[src/rtl/core/kvt_pkg.sv]
// Shared types and constants for the key/value string tokenizer core.
// Depends on nothing; used by kvt_parser, kvt_out_buf and the top level.
`default_nettype none

package kvt_pkg;

   // Result kinds, as carried on rsp_tuser.
   typedef enum logic [2:0] {
      KIND_KEY_BYTE = 3'd0,
      KIND_KEY_DROP = 3'd1,
      KIND_KEY_DONE = 3'd2,
      KIND_VAL_BYTE = 3'd3,
      KIND_VAL_DONE = 3'd4,
      KIND_END      = 3'd5
   } kind_type;

   // Parser phases.
   typedef enum logic [2:0] {
      PH_IDLE       = 3'd0,
      PH_KEY_BARE   = 3'd1,
      PH_KEY_QUOTED = 3'd2,
      PH_AFTER_KEY  = 3'd3,
      PH_VAL_START  = 3'd4,
      PH_VAL_BARE   = 3'd5,
      PH_VAL_QUOTED = 3'd6
   } phase_type;

   localparam logic [7:0] CHAR_NUL    = 8'h00;
   localparam logic [7:0] CHAR_TAB    = 8'h09;
   localparam logic [7:0] CHAR_LF     = 8'h0A;
   localparam logic [7:0] CHAR_CR     = 8'h0D;
   localparam logic [7:0] CHAR_SPACE  = 8'h20;
   localparam logic [7:0] CHAR_DQUOTE = 8'h22;
   localparam logic [7:0] CHAR_SQUOTE = 8'h27;
   localparam logic [7:0] CHAR_EQUALS = 8'h3D;

   // One result item.
   typedef struct packed {
      kind_type   kind;
      logic [7:0] data;
      logic       last;
   } result_type;

   // The results caused by one input byte, first one in res0.
   typedef struct packed {
      result_type res0;
      result_type res1;
      logic [1:0] count;
   } result_pair_type;

endpackage

`default_nettype wire

[src/rtl/core/kvt_parser.sv]
// Parser state and per-byte decode for the key/value string tokenizer.
// Depends on kvt_pkg.
`default_nettype none

module kvt_parser (
   input  wire logic                     clock,
   input  wire logic                     reset,
   input  wire logic                     fire,
   input  wire logic [7:0]               char_in,
   output kvt_pkg::result_pair_type      pair
);

   kvt_pkg::phase_type phase_ff, phase_in;
   logic               quote_dq_ff, quote_dq_in;

   logic is_space, is_quote, closes, is_nul, is_eq, char_dq;

   always_comb begin
      is_nul   = (char_in == kvt_pkg::CHAR_NUL);
      is_eq    = (char_in == kvt_pkg::CHAR_EQUALS);
      char_dq  = (char_in == kvt_pkg::CHAR_DQUOTE);
      is_space = (char_in == kvt_pkg::CHAR_SPACE) || (char_in == kvt_pkg::CHAR_TAB) ||
                 (char_in == kvt_pkg::CHAR_LF) || (char_in == kvt_pkg::CHAR_CR);
      is_quote = char_dq || (char_in == kvt_pkg::CHAR_SQUOTE);
      closes   = quote_dq_ff ? char_dq : (char_in == kvt_pkg::CHAR_SQUOTE);
   end

   kvt_pkg::kind_type k0, k1;
   logic [7:0]        d0, d1;
   logic [1:0]        n;

   always_comb begin
      phase_in    = phase_ff;
      quote_dq_in = quote_dq_ff;
      k0          = kvt_pkg::KIND_END;
      k1          = kvt_pkg::KIND_END;
      d0          = 8'd0;
      d1          = 8'd0;
      n           = 2'd0;
      case (phase_ff)
         kvt_pkg::PH_KEY_BARE, kvt_pkg::PH_KEY_QUOTED: begin
            if (is_nul) begin
               k0 = kvt_pkg::KIND_KEY_DROP;
               n  = 2'd2;
               phase_in    = kvt_pkg::PH_IDLE;
               quote_dq_in = 1'b0;
            end else if (phase_ff == kvt_pkg::PH_KEY_QUOTED) begin
               if (closes) begin
                  phase_in = kvt_pkg::PH_AFTER_KEY;
               end else begin
                  k0 = kvt_pkg::KIND_KEY_BYTE;
                  d0 = char_in;
                  n  = 2'd1;
               end
            end else if (is_space) begin
               phase_in = kvt_pkg::PH_AFTER_KEY;
            end else if (is_eq) begin
               k0 = kvt_pkg::KIND_KEY_DONE;
               n  = 2'd1;
               phase_in = kvt_pkg::PH_VAL_START;
            end else if (is_quote) begin
               k0 = kvt_pkg::KIND_KEY_DROP;
               n  = 2'd1;
               quote_dq_in = char_dq;
               phase_in    = kvt_pkg::PH_KEY_QUOTED;
            end else begin
               k0 = kvt_pkg::KIND_KEY_BYTE;
               d0 = char_in;
               n  = 2'd1;
            end
         end
         kvt_pkg::PH_AFTER_KEY: begin
            if (is_nul) begin
               k0 = kvt_pkg::KIND_KEY_DROP;
               n  = 2'd2;
               phase_in    = kvt_pkg::PH_IDLE;
               quote_dq_in = 1'b0;
            end else if (is_space) begin
               phase_in = phase_ff;
            end else if (is_eq) begin
               k0 = kvt_pkg::KIND_KEY_DONE;
               n  = 2'd1;
               phase_in = kvt_pkg::PH_VAL_START;
            end else if (is_quote) begin
               k0 = kvt_pkg::KIND_KEY_DROP;
               n  = 2'd1;
               quote_dq_in = char_dq;
               phase_in    = kvt_pkg::PH_KEY_QUOTED;
            end else begin
               k0 = kvt_pkg::KIND_KEY_DROP;
               k1 = kvt_pkg::KIND_KEY_BYTE;
               d1 = char_in;
               n  = 2'd2;
               phase_in = kvt_pkg::PH_KEY_BARE;
            end
         end
         kvt_pkg::PH_VAL_START, kvt_pkg::PH_VAL_BARE, kvt_pkg::PH_VAL_QUOTED: begin
            if (is_nul) begin
               k0 = kvt_pkg::KIND_VAL_DONE;
               n  = 2'd2;
               phase_in    = kvt_pkg::PH_IDLE;
               quote_dq_in = 1'b0;
            end else if (phase_ff == kvt_pkg::PH_VAL_QUOTED) begin
               if (closes) begin
                  k0 = kvt_pkg::KIND_VAL_DONE;
                  n  = 2'd1;
                  phase_in = kvt_pkg::PH_IDLE;
               end else begin
                  k0 = kvt_pkg::KIND_VAL_BYTE;
                  d0 = char_in;
                  n  = 2'd1;
               end
            end else if (is_space) begin
               // Whitespace is skipped before a value and ends a bare one.
               if (phase_ff == kvt_pkg::PH_VAL_BARE) begin
                  k0 = kvt_pkg::KIND_VAL_DONE;
                  n  = 2'd1;
                  phase_in = kvt_pkg::PH_IDLE;
               end
            end else if (is_eq) begin
               // The value closes and an empty key is confirmed at once.
               k0 = kvt_pkg::KIND_VAL_DONE;
               k1 = kvt_pkg::KIND_KEY_DONE;
               n  = 2'd2;
               phase_in = kvt_pkg::PH_VAL_START;
            end else if (is_quote) begin
               quote_dq_in = char_dq;
               if (phase_ff == kvt_pkg::PH_VAL_BARE) begin
                  k0 = kvt_pkg::KIND_VAL_DONE;
                  n  = 2'd1;
                  phase_in = kvt_pkg::PH_KEY_QUOTED;
               end else begin
                  phase_in = kvt_pkg::PH_VAL_QUOTED;
               end
            end else begin
               k0 = kvt_pkg::KIND_VAL_BYTE;
               d0 = char_in;
               n  = 2'd1;
               phase_in = kvt_pkg::PH_VAL_BARE;
            end
         end
         default: begin
            phase_in = kvt_pkg::PH_IDLE;
            if (is_nul) begin
               n = 2'd1;
               quote_dq_in = 1'b0;
            end else if (is_space) begin
               phase_in = kvt_pkg::PH_IDLE;
            end else if (is_eq) begin
               k0 = kvt_pkg::KIND_KEY_DONE;
               n  = 2'd1;
               phase_in = kvt_pkg::PH_VAL_START;
            end else if (is_quote) begin
               quote_dq_in = char_dq;
               phase_in    = kvt_pkg::PH_KEY_QUOTED;
            end else begin
               k0 = kvt_pkg::KIND_KEY_BYTE;
               d0 = char_in;
               n  = 2'd1;
               phase_in = kvt_pkg::PH_KEY_BARE;
            end
         end
      endcase

      pair.res0.kind = k0;
      pair.res0.data = d0;
      pair.res0.last = (n == 2'd1);
      pair.res1.kind = k1;
      pair.res1.data = d1;
      pair.res1.last = 1'b1;
      pair.count     = n;
   end

   always_ff @(posedge clock) begin
      if (reset) begin
         phase_ff    <= kvt_pkg::PH_IDLE;
         quote_dq_ff <= 1'b0;
      end else if (fire) begin
         phase_ff    <= phase_in;
         quote_dq_ff <= quote_dq_in;
      end
   end

`ifndef SYNTHESIS
   // An end-of-string result always leaves the parser idle with the quote flag clear.
   a_end_to_idle: assert property (@(posedge clock) disable iff (reset)
      fire && (pair.count != 2'd0) &&
      ((pair.res0.kind == kvt_pkg::KIND_END) || (pair.count == 2'd2 &&
        pair.res1.kind == kvt_pkg::KIND_END))
      |=> (phase_ff == kvt_pkg::PH_IDLE) && !quote_dq_ff)
      else $error("kvt_parser: end of string did not return to idle");

   // A zero byte always yields an end-of-string result as the final one.
   a_nul_ends: assert property (@(posedge clock) disable iff (reset)
      fire && is_nul |-> ((pair.count == 2'd1 && pair.res0.kind == kvt_pkg::KIND_END) ||
                          (pair.count == 2'd2 && pair.res1.kind == kvt_pkg::KIND_END)))
      else $error("kvt_parser: zero byte without end-of-string result");
`endif

endmodule

`default_nettype wire

[src/rtl/core/kvt_out_buf.sv]
// Two-slot result buffer for the key/value string tokenizer; slot 0 drives the
// result channel. Depends on kvt_pkg.
`default_nettype none

module kvt_out_buf (
   input  wire logic                     clock,
   input  wire logic                     reset,
   input  wire logic                     push,
   input  wire kvt_pkg::result_pair_type pair,
   output logic                          room,
   output logic                          out_valid,
   input  wire logic                     out_ready,
   output kvt_pkg::result_type           out_res
);

   kvt_pkg::result_type slot0_ff, slot0_in, slot1_ff, slot1_in;
   logic [1:0]          cnt_ff, cnt_in;
   logic                pop;
   logic [1:0]          cnt_after;
   logic [2:0]          cnt_sum;

   always_comb begin
      pop       = (cnt_ff != 2'd0) && out_ready;
      cnt_after = cnt_ff - {1'b0, pop};
      cnt_sum   = {1'b0, cnt_after} + {1'b0, pair.count};
      room      = (cnt_sum <= 3'd2);

      slot0_in = pop ? slot1_ff : slot0_ff;
      slot1_in = slot1_ff;
      cnt_in   = cnt_after;
      if (push) begin
         // With both slots still full only a byte without results can be
         // pushed, and then neither slot may change.
         if (cnt_after == 2'd0) begin
            slot0_in = pair.res0;
            slot1_in = pair.res1;
         end else if (cnt_after == 2'd1) begin
            slot1_in = pair.res0;
         end
         cnt_in = cnt_sum[1:0];
      end
   end

   always_ff @(posedge clock) begin
      if (reset) begin
         cnt_ff <= 2'd0;
      end else begin
         cnt_ff <= cnt_in;
      end
   end

   always_ff @(posedge clock) begin
      slot0_ff <= slot0_in;
      slot1_ff <= slot1_in;
   end

   assign out_valid = (cnt_ff != 2'd0);
   assign out_res   = slot0_ff;

`ifndef SYNTHESIS
   a_cnt_bound: assert property (@(posedge clock) disable iff (reset)
      cnt_ff != 2'd3)
      else $error("kvt_out_buf: occupancy beyond two slots");

   // Nothing taken and nothing produced leaves the occupancy as it was.
   a_cnt_hold: assert property (@(posedge clock) disable iff (reset)
      !pop && (!push || pair.count == 2'd0) |=> $stable(cnt_ff))
      else $error("kvt_out_buf: occupancy changed without traffic");
`endif

endmodule

`default_nettype wire

[src/rtl/core/key_value_init_string_tokenizer_core.sv]
// Top level of the key/value string tokenizer: input register, parser and
// result buffer. Depends on kvt_pkg, kvt_parser and kvt_out_buf.
//
//   Channel   Direction  Payload                           Handshake
//   req_*     in         tdata[7:0] = char_in              tvalid / tready
//   rsp_*     out        tuser[2:0] = kind,                tvalid / tready
//                        tdata[7:0] = data_byte,
//                        tlast      = run_last
//
// Each byte is taken into an input register and decoded there, provided the
// two-slot result buffer can hold every result it causes. Bytes with one
// result or none flow back to back while rsp_tready is high; bytes with two
// results each go no faster than the result side takes them, one item per
// cycle while rsp_tready is high, so a long run of such bytes is paced by the
// result port. Synchronous reset returns the parser to idle between elements
// and empties the input register and the buffer. A stall on rsp_tready
// backs up into the buffer and then the input register, holding req_tready low.
`default_nettype none

module key_value_init_string_tokenizer_core (
   input  wire logic       clock,
   input  wire logic       reset,
   input  wire logic       req_tvalid,
   output logic            req_tready,
   input  wire logic [7:0] req_tdata,   // [7:0] char_in
   output logic            rsp_tvalid,
   input  wire logic       rsp_tready,
   output logic [7:0]      rsp_tdata,   // [7:0] data_byte
   output logic [2:0]      rsp_tuser,   // [2:0] kind
   output logic            rsp_tlast    // run_last
);

   logic       in_vld_ff, in_vld_in;
   logic [7:0] in_char_ff, in_char_in;
   logic       fire, room, req_acc;

   kvt_pkg::result_pair_type pair;
   kvt_pkg::result_type      head;

   // The held byte is decoded when the buffer has space for all its results.
   assign fire       = in_vld_ff && room;
   assign req_tready = !in_vld_ff || fire;
   assign req_acc    = req_tvalid && req_tready;

   always_comb begin
      in_vld_in  = in_vld_ff;
      in_char_in = in_char_ff;
      if (req_acc) begin
         in_vld_in  = 1'b1;
         in_char_in = req_tdata;
      end else if (fire) begin
         in_vld_in = 1'b0;
      end
   end

   always_ff @(posedge clock) begin
      if (reset) begin
         in_vld_ff <= 1'b0;
      end else begin
         in_vld_ff <= in_vld_in;
      end
   end

   always_ff @(posedge clock) begin
      in_char_ff <= in_char_in;
   end

   kvt_parser u_parser (
      .clock   (clock),
      .reset   (reset),
      .fire    (fire),
      .char_in (in_char_ff),
      .pair    (pair)
   );

   kvt_out_buf u_out_buf (
      .clock     (clock),
      .reset     (reset),
      .push      (fire),
      .pair      (pair),
      .room      (room),
      .out_valid (rsp_tvalid),
      .out_ready (rsp_tready),
      .out_res   (head)
   );

   assign rsp_tdata = head.data;
   assign rsp_tuser = head.kind;
   assign rsp_tlast = head.last;

`ifndef SYNTHESIS
   // A byte waiting in the input register is never overwritten before decode.
   a_no_overwrite: assert property (@(posedge clock) disable iff (reset)
      in_vld_ff && !fire |-> !req_tready)
      else $error("tokenizer core: held byte could be overwritten");
`endif

endmodule

`default_nettype wire

[config.mk]
export PLATFORM = sky130hd
export DESIGN_NAME = key_value_init_string_tokenizer_core
export DESIGN_NICKNAME = d
export VERILOG_FILES = /design/src/rtl/core/kvt_pkg.sv /design/src/rtl/core/kvt_parser.sv /design/src/rtl/core/kvt_out_buf.sv /design/src/rtl/core/key_value_init_string_tokenizer_core.sv
export SDC_FILE = /design/constraint.sdc
export NUM_CORES = 1
export LEC_CHECK = 0
export BUFFER_PORTS_ARGS = -buffer_cell sky130_fd_sc_hd__buf_2
export CELL_PAD_IN_SITES_DETAIL_PLACEMENT = 1
export CELL_PAD_IN_SITES_GLOBAL_PLACEMENT = 1
export CORE_MARGIN = 5
export CORE_UTILIZATION = 46
export DETAILED_ROUTE_END_ITERATION = 10
export GPL_ROUTABILITY_DRIVEN = 0
export HOLD_SLACK_MARGIN = 0.12
export PLACE_DENSITY_LB_ADDON = 0.1
export SLEW_MARGIN = 20
export SYNTH_ARGS = -nofsm -noshare
export SYNTH_HDL_FRONTEND = slang
export SYNTH_HIERARCHICAL = 1
export SYNTH_SLANG_ARGS = --single-unit
[constraint.sdc]
create_clock -name clock -period 4.9 [get_ports clock]
set_clock_uncertainty 0.1 [all_clocks]
set_input_delay 0.49 -clock clock [delete_from_list [all_inputs] [get_ports clock]]
set_output_delay 0.49 -clock clock [all_outputs]
set_load 0.02 [all_outputs]
# Word-level counts from Yosys, hierarchy flattened
# Cells that the tools add are included.
# word_totals
input_bits	12
output_inout_bits	14
register_bits	39
elab_cells	153
# op_classes
reduce_logical	19
mux	98
addsub	2
magnitude_cmp	1
n_eq_ne	22
# op_table
operator	n
2-to-1 mux 3 bit	43
2-to-1 mux 8 bit	10
2-to-1 mux 12 bit	5
== test 8 x 6 -> 1 bit, second input constant	4
2-to-1 mux 2 bit	16
== test 8 x 4 -> 1 bit, second input constant	3
case mux 8 bit (3 select lines)	1
2-to-1 mux 1 bit	18
case mux 3 bit (3 select lines)	2
== test 3 bit, second input constant	3
logical NOT 8 bit	1
inequality test 4 x 2 -> 1 bit, second input constant	2
== test 3 x 2 -> 1 bit, second input constant	2
inequality test 3 x 2 -> 1 bit, second input constant	2
inequality test 6 x 1 -> 1 bit, second input constant	1
case mux 2 bit (3 select lines)	1
case mux 3 bit (2 select lines)	1
AND reduction 6 bit	1
nonzero test 2 bit	3
logical OR 1 bit	5
inequality test 5 bit, second input constant	1
== test 2 x 1 -> 1 bit, second input constant	2
adder 2 x 2 -> 3 bit	1
== test 3 x 1 -> 1 bit, second input constant	1
other kinds (11)	13

# Longest topological paths before layout
# logic_depth
ltp_word	14
depth_mapped	18
mapped_depth_nobuf	16

# Hierarchy
# The synthesis kept the hierarchy.
# modules_own_cells
module	cells_each	instances	seq_area_each_um2	area_per_inst_um2
kvt_out_buf	87	1	640.6	1262.5
kvt_parser	166	1	80.1	1048.5
key_value_init_string_tokenizer_core	14	1	260.2	302.8

# Worst setup path before layout
# No wires, ideal clock.
# synth_timing
path_type	register to register
from	register in_char_ff[4]
to	register u_out_buf.slot0_ff (netlist bit u_out_buf/out_res[0])
synth_period_minus_slack_ns	4.125
path_stages_with_launch	18
arrival_ns	3.903
path_buffers	3
required_time_ns	4.679
setup_time_ns	0.121
path_slack_ns	0.775
cell_sequence	edfxtp_1 or3_1 buf_6 or3_1 or3_1 buf_6 nand3b_4 a211oi_2 a311o_1 ha_1 inv_1 fa_1 inv_1 a21boi_0 and2_2 or3b_4 buf_6 mux2_4
# synth_lines
item	line	source
start, declared	key_value_init_string_tokenizer_core.sv:34	logic [7:0] in_char_ff, in_char_in;
start signal, assigned	key_value_init_string_tokenizer_core.sv:65	in_char_ff <= in_char_in;
end signal, assigned	kvt_out_buf.sv:53	slot0_ff <= slot0_in;
end, declared	kvt_out_buf.sv:16	kvt_pkg::result_type slot0_ff, slot0_in, slot1_ff, slot1_in;

==> metrics.md <==
| Metric | Value |
|---|---|
| H-tree depth | `2` |
| Hold Crit Start | `req_tdata[5]` |
| RSZ-0062 raised after global routing | `no` |
| CTS Buf Count | `5` |
| Clk slew on worst S/H paths | `80 ps` |
| Cells after synthesis | `267` |
| Critical path, cell by cell | `or3_1 -> or3_1 -> or3_1 -> nand3b_4 -> a211oi_2 -> a311o_1 -> ha_1 -> inv_1 -> fa_1 -> inv_1 -> a21boi_0 -> and2_2 -> or3b_4 -> mux2_2` |
| Die Height | `85.4 um` |
| CTS resizes | `0` |
| Largest net degree at the start of global routing | `23` |
| Antenna viol nets, final | `0` |
| Post-CTS Setup Bufs | `0` |
| Gr ovfl total | `0` |
| Top cells by area, synth | `edfxtp_1 23%, dfxtp_1 15%, mux2_2 11%` |
| Crit path top cell by count | `or3_1` |
| Nets | `300` |
| WP data required | `roughly 5000 ps` |
| Clock Path Buffers | `2` |
| Commonest cells post-synth | `26 x mux2_2, 20 x edfxtp_1, 20 x nor2_1, 19 x dfxtp_1, 19 x nand2_1` |
| Seq/Total Area, Yosys | `0.375` |
| Top Layer Used | `met4` |
| DR DRC count | `0` |
| # IOs | `26` |
| Critical Path Start Type | `flop` |
| Global-route wire length before repair | `10800 um` |
| DR WL/cell | `between 15 and 20 um` |
| CP bufs+invs | `2` |
| EDFF count, synth | `20` |
| Worst hold path type | `input port to flop` |
| Crit Path Category | `flop to flop` |
| Via density | `5.70` |
| Worst endpoint data arrival time | `4620 ps` |
| Initial antenna violation count | `0` |
| Setup crit start | `in_char_ff[4]$_DFFE_PP_` |
| CP max stage delay | `520 ps` |
| M1 WL | `3020 um` |
| Critical R2R Launch | `in_char_ff[4]$_DFFE_PP_` |
| Tcrit/Tclk final | `0.925` |
| Leakage power | `1.17 nW` |
| CP max-delay cell | `or3_1` |
| # diodes | `0` |
| Met2 wire length | `3110 um` |
| YS warnings | `6` |
| Final setup TNS | `0 ps` |
| Port Buf Inserts | `25` |
| PwrDens | `391 nW/um^2` |
| Site Rows | `27` |
| Layout cells sized above 1 | `0.345` |
| Hold buffers post-CTS | `0` |
| Worst skew pair latency | `290 ps` |
| Status | `finished, final reports clean` |
| Final hold violations | `0` |
| Routed length on met3 | `between 200 and 300 um` |
| Slew @ Worst Pin | `slightly above 700 ps` |
| # setup viols final | `0` |
| Slew Limit Headroom | `0.515` |
| Final Slew Violations | `0` |
| Die area | `7290 um^2` |
| Iter 0 DRT Violations | `85` |
| Initial Utilization | `0.475` |
| CTS tree | `done` |
| Maximum vdd drop | `0.204 mV` |
| Cell with the most instances after synthesis | `mux2_2` |
| Vias in the first global route | `2143` |
| Crit end category | `flop` |
| Drt total wl | `approximately 6400 um` |
| Final HPWL DP | `4850 um` |
| Max_cap viols | `0` |
| Dominant synthesized flop cell | `edfxtp_1` |
| Die width | `85.4 um` |
| Synthesized area per cell | `just under 10 um^2` |
| Synthesized flop and latch total | `39` |
| Layout area overhead | `10.3%` |
| Core area | `5510 um^2` |
| Asr flop ratio synth | `0` |
| GR Util All Layers | `0.185` |
| Clk root buf | `clkbuf_8` |
| CP top delay family | `simple AND/OR/NAND/NOR gates` |
| CTS sink cnt | `39` |
| Area share of the largest cell type after synthesis | `0.230` |
| Worst-path maximum fanout | `12` |
| Distinct cells, synth | `67` |
| DR pass1 iterations | `4` |
| Max frequency | `221 MHz` |
| Period minus WS final | `4530 ps` |
| Synthesized area | `2610 um^2` |
| Total number of vias | `2047` |
| Total Power | `1.13 mW` |
| Syn Nets | `281` |
| Leading area contributor after synthesis | `edfxtp_1` |
[per-stage QoR]
stage	area (um^2)	hold WS (ps)	instances	util	setup slack [ps]
after CTS	2880	258	359	0.523	349
after detailed placement	2770	412	351	0.503	408
after floorplan	2610	369	267	-	775
after global placement	2770	411	351	0.503	536
final	2880	271	359	0.524	368
after global routing	2880	251	359	0.524	132
[cells by family (layout without fill, tap and decap cells)]
| family | after synthesis | after routing | share of synthesized area |
|---|---|---|---|
| and+or+nand+nor | 97 | 97 | 0.213 |
| AOI/OAI and AO/OA | 58 | 58 | 0.156 |
| muxes | 39 | 39 | 0.181 |
| DFF | 39 | 39 | 0.375 |
| buffers and inverters | 30 | 50 | 0.0574 |
| adders and majority gates | 2 | 2 | 0.0124 |
| other | 1 | 1 | 0.00143 |
| xor gates and xnor gates | 1 | 1 | 0.00335 |
[power by group]
part	internal (mW)	leakage, nW	switching (mW)
registers	0.415	0.348	0.0371
clock network	0.152	0.0581	0.118
logic	0.197	0.767	0.209
total	0.764	1.17	0.364
[flip-flops by register name, summed over array words and instances, names as in the netlist]
register and flops:
u_out_buf/slot1_ff 12, u_out_buf/out_res 12, u_out_buf/cnt_ff 2, in_char_ff 8, u_parser/quote_dq_ff 1, u_parser/phase_ff 3, in_vld_ff 1
[worst reg2reg max path: stages (launching register included)]
cell      delay (ps)
edfxtp_1         420
or3_1            520
or3_1            420
or3_1            470
nand3b_4         180
a211oi_2          90
a311o_1          330
ha_1             200
inv_1             60
fa_1             400
inv_1             80
a21boi_0         120
and2_2           260
or3b_4           420
mux2_2           370
[final timing paths]
kind | slack [ps] | cells past startpoint | to
setup / recovery | 370 | 14 | u_out_buf/out_res[7]$_DFF_P_
hold / removal | 270 | 1 | in_char_ff[5]$_DFFE_PP_
setup reg to reg | 370 | 14 | u_out_buf/out_res[7]$_DFF_P_
hold reg to reg | 420 | 2 | in_vld_ff$_SDFFE_PP0P_
[per-layer routing]
| layer | track usage | vias to the layer above |
|---|---|---|
| li1 | - | 996 |
| met1 | 0.244 | 999 |
| met2 | 0.317 | 48 |
| met3 | 0.0272 | 4 |
| met4 | 0.0460 | 0 |
| met5 | 0 | - |
[placed cells by master (no fill, tap or decap), types with 3 or more instances in the layout]
master	synthesis	layout
a21o_2	3	3
a21oi_1	13	13
and2_1	10	10
buf_2	6	25
buf_4	2	7
clkbuf_8	0	5
dfxtp_1	19	19
edfxtp_1	20	20
inv_1	9	9
mux2_2	26	26
mux2_4	10	10
nand2_1	19	19
nand2b_1	3	3
nand3_1	5	5
nand4_1	4	4
nor2_1	20	19
nor2b_1	7	7
o21a_1	4	4
o21ai_0	12	12
or3_1	4	4
[final cells by class]
type,count,area (um^2)
tap,72,90.1
clock buffer,5,68.8
sequential,39,981
multi-input combinational,198,1490
clock inverter,3,43.8
fill,636,2620
inverter,10,37.5
timing repair buffer,32,178
No activity file was read; power rests on OpenSTA's default activity.
